### config.mk
export PLATFORM = sky130hd
export DESIGN_NAME = gblur_ram
export DESIGN_NICKNAME = d
export VERILOG_FILES = /design/src/gblur_ram.sv
export SDC_FILE = /design/constraint.sdc
export NUM_CORES = 1
export LEC_CHECK = 0
export ABC_AREA = 1
export BUFFER_PORTS_ARGS = -buffer_cell sky130_fd_sc_hd__buf_2
export CORE_MARGIN = 8
export CORE_UTILIZATION = 50
export CTS_CLUSTER_SIZE = 24
export DETAILED_ROUTE_END_ITERATION = 12
export PLACE_DENSITY_LB_ADDON = 0.15
export SLEW_MARGIN = 30
export SYNTH_ARGS = -nofsm -noshare
export SYNTH_HDL_FRONTEND = slang
export SYNTH_SLANG_ARGS = --single-unit
### constraint.sdc
create_clock -name clk -period 1.31 [get_ports clk]
set_input_delay 0 -clock clk [delete_from_list [all_inputs] [get_ports clk]]
set_output_delay 0 -clock clk [all_outputs]
set_load 0.05 [all_outputs]
### src/gblur_ram.sv
// Generic single-write, single-read RAM with registered read data (read-first).
// No dependencies.
module gblur_ram #(
    parameter int WIDTH = 8,
    parameter int DEPTH = 16
) (
    input  logic                     clk,
    input  logic                     wr_en,
    input  logic [$clog2(DEPTH)-1:0] wr_addr,
    input  logic [WIDTH-1:0]         wr_data,
    input  logic                     rd_en,
    input  logic [$clog2(DEPTH)-1:0] rd_addr,
    output logic [WIDTH-1:0]         rd_data
);

    logic [WIDTH-1:0] mem [DEPTH];

    // write port
    always_ff @(posedge clk)
    begin
        if (wr_en)
        begin
            mem[wr_addr] <= wr_data;
        end
    end

    // registered read, holds when not enabled
    always_ff @(posedge clk)
    begin
        if (rd_en)
        begin
            rd_data <= mem[rd_addr];
        end
    end

endmodule

Yosys cells after proc, flatten, opt, wreduce, memory -nomap -nowiden
Memories as Yosys holds them, arrays and structs flattened. A register that Yosys moved wholly into a read port is not among the register bits.
Index checks and enable logic that the tools add are counted.
{"block": "word_totals", "elab_cells": 3, "register_bits": 0, "output_inout_bits": 8, "in_bits": 19, "ramBits": 128, "n_memories": 1}
{"name": "mem", "words": 16, "width": 8, "rd": 1, "rd_clocked_by_memory_dff": 1, "write_ports": 1, "line_no": "16", "rtl": "logic [WIDTH-1:0] mem [DEPTH];"}
{"block": "classes", "muxes": 2}
{"cell": "$mux W1", "count": 2}

Depth between registers and ports, before layout
{"block": "depth", "word_depth": 2, "depth_mapped": 8, "depth_no_buf": 7}

Least setup slack after synthesis
Ideal clock, no wire load.
{"block": "synth_path", "path_kind": "input-to-reg", "from": "input port wr_addr[2]", "to": "memory mem[10][0], enable pin", "arrival_time_ns": 0.581, "n_path_buf": 0, "setup_time_ns": 0.370, "path_stages": 2, "slack_ns": 0.359, "required_ns": 0.940, "path_cell_list": "nand3b_1 nor2_1"}
{"element": "from (decl)", "line_no": "9", "rtl": "input logic [$clog2(DEPTH)-1:0] wr_addr,"}
{"element": "to (decl)", "line_no": "16"}
No word-level cell before the write port.

==> metrics.md <==
| Metric | Value |
|---|---|
| Status | `completed` |
| P_int | `8.25 mW` |
| Per-cell routed wire length | `17.4 um` |
| Post-cts sizing count | `0` |
| Worst Setup End Kind | `register` |
| Worst Hold Endpoint | `mem[6][2]$_DFFE_PP_` |
| Inserted Clock Buffers | `17` |
| YS warnings | `0` |
| Die Width | `124 um` |
| Most common cell after layout, fill and taps aside | `nand2_1` |
| Final Hold Viols | `0` |
| Root Buffer | `clkbuf_16` |
| Crit path kind | `register to register` |
| Worst path arrival time | `1.37 ns` |
| Final cycle utilization of the critical path | `92.2%` |
| Via count | `3,841` |
| GRT overflow | `0` |
| Reg clk slew, reported paths | `0.06 ns` |
| Top cells by area, synth | `edfxtp_1 (70%), nand2_1 (11%), nand3_1 (8.3%), inv_1 (6.4%), buf_6 (1.2%)` |
| RSZ-0062 raised after global routing | `no` |
| Antenna violations before repair | `0` |
| CORE AREA | `11,400 um2` |
| Setup_tns | `0 ns` |
| Port Buffer Count | `26` |
| Routability Congestion | `0.889` |
| Row count | `39` |
| Post-Syn Area | `5850 um2` |
| Initial DRC Count | `268` |
| Reg2reg start | `mem[1][7]$_DFFE_PP_` |
| Switching share of total power | `21.5%` |
| Initial core utilization | `51.2%` |
| DP HPWL | `8.20 mm` |
| Cell count of the worst reg-to-reg path | `6` |
| Pwr Total | `10.5 mW` |
| Number of synthesized register bits | `136` |
| 1st-pass router iterations | `4` |
| Hold_sp | `wr_data[2]` |
| Seq pwr share | `46.9%` |
| Die Ht | `124 um` |
| H-tree levels | `4` |
| Die Footprint | `15,400 um2` |
| VDD IR max | `791 uV` |
| Syn_nets | `570` |
| Worst skew pair latency | `0.41 ns` |
| Sw power | `2.27 mW` |
| Max FO, Critical Path | `1` |
| Core Util, Final | `60.0%` |
| Clk_skew | `0.00295 ns` |
| Global-route wire length before repair | `20.3 mm` |
| Largest net degree at the start of global routing | `33` |
| Commonest cells after routing, fill and taps aside | `nand2_1 (173), edfxtp_1 (136), inv_1 (100)` |
| Post-layout minimum cycle time | `1.21 ns` |
| Post-synth top area cell | `edfxtp_1` |
| Startpoint class of the critical path | `register` |
| Hold Path Depth | `1` |
| Pwr dens | `1540 nW/um2` |
| Nets | `617` |
| Logic gate share of total power | `6.5%` |
| Ant. Diodes | `0` |
| IO Count | `27` |
| Synth Instances | `551` |
| MaxCap Viol Count | `0` |
| Global-route usage over all layers | `18.1%` |
| Rel. slew slack | `58.5%` |
| Finish-stage setup viols | `0` |
| Post-DRT Antenna Nets | `0` |
| Synth top area share | `69.8%` |
| Reg-to-reg endpoint | `rd_data[7]$_DFFE_PP_` |
| CTS sink count | `136` |
| Post-CTS Setup Bufs | `0` |
| HP Class | `input pin to register` |
| Slew @ Worst Pin | `0.622 ns` |
| Layout cell share with drive strength beyond 1 | `13.4%` |
| CTS tree | `built` |
| Clk pwr share | `46.6%` |
| Fin Hold WS | `0.00841 ns` |
| Routed vias/inst | `5.09` |
| Final routed DRC violation total | `0` |
| Via count of the first global-routing pass | `3,701` |
| Number of library cell types mapped by synthesis | `11` |
| Lkg Pwr | `2.97 nW` |
| Syn_area_per_cell | `10.6 um2` |
| Area Overhead vs Synth | `17.1%` |
| WL final | `13.2 mm` |
| Clk buf depth | `2` |
| Reg2reg setup slack | `0.10 ns` |
| Post-cts hold buffer count | `1` |
| Layout fillers | `963` |
| Post-synthesis sequential area ratio | `69.8%` |
| Pins over their slew limit | `0` |
| CP required | `1.47 ns` |
| Maximum operating frequency | `828 MHz` |
layout make-up:
cell class / instances / area (um2) / area share, %
Multi-Input combinational cell: 289 / 1210 / 17.7
Inverter: 102 / 383 / 5.59
Clock buffer: 18 / 429 / 6.27
Clock inverter: 14 / 181 / 2.65
Tap cell: 143 / 179 / 2.61
Timing Repair Buffer: 52 / 378 / 5.52
Sequential cell: 136 / 4080 / 59.6
logic make-up (layout without fill, tap and decap cells):
family	after synthesis	after routing	share of synthesized area [%]
flip-flops	136	136	69.8
AND/OR/NAND/NOR	289	289	20.8
buffers and inverters	126	186	9.39
synthesized netlist by cell type:
cell and n:
buf_1 1, buf_6 6, inv_1 100, buf_2 13, nand2_1 173, nand3b_1 2, inv_2 2, buf_4 4
edfxtp_1 136, nand3_1 97, nor2_1 17
worst max path at each step:
| stage | to | from | slack, ns |
|---|---|---|---|
| after floorplan | mem[10][0]$_DFFE_PP_ | wr_addr[2] | 0.36 |
| after detailed placement | rd_data[4]$_DFFE_PP_ | rd_addr[1] | 0.05 |
| after global placement | rd_data[6]$_DFFE_PP_ | rd_addr[1] | 0.08 |
| after CTS | rd_data[7]$_DFFE_PP_ | mem[1][7]$_DFFE_PP_ | 0.11 |
| after global routing | rd_data[7]$_DFFE_PP_ | mem[1][7]$_DFFE_PP_ | 0.06 |
| final | rd_data[7]$_DFFE_PP_ | mem[1][7]$_DFFE_PP_ | 0.10 |
critical path, cell delays in order (launching register included):
cell      delay [ns]
edfxtp_1        0.36
inv_1           0.07
nand2_1         0.06
nand3_1         0.12
nand3_1         0.12
nand3_1         0.13
nand2_1         0.08
state kept, by name, indices dropped and copies added (netlist names):
register and count:
mem 128, rd_data 8
stage by stage:
step | cells | cell area (um2) | worst slack (ns)
global route | 754 | 6850 | 0.0585
global placement | 721 | 6230 | 0.0791
floorplan | 551 | 5850 | 0.359
finish | 754 | 6850 | 0.103
detailed placement | 721 | 6230 | 0.0527
CTS | 754 | 6850 | 0.110
metal layers:
| metal | share of wire, % | global-route usage (%) | wire [um] |
|---|---|---|---|
| met5 | 0 | 0 | 0 |
| met1 | 44 | 23.5 | 5850 |
| met2 | 49 | 29.4 | 6440 |
| met3 | 5.1 | 4.22 | 677 |
| met4 | 1.4 | 6.10 | 180 |
power by group through the flow:
| stage | clock network (mW) | logic, mW | registers [mW] |
|---|---|---|---|
| floorplan | 0 | 0.344 | 5.09 |
| global placement | 0 | 0.672 | 5.02 |
| detailed placement | 0 | 0.678 | 5.02 |
| CTS | 4.95 | 0.686 | 4.93 |
| global route | 5.15 | 0.746 | 4.94 |
| finish | 4.91 | 0.682 | 4.93 |
Note: power is estimated with default switching activity, not from simulation.
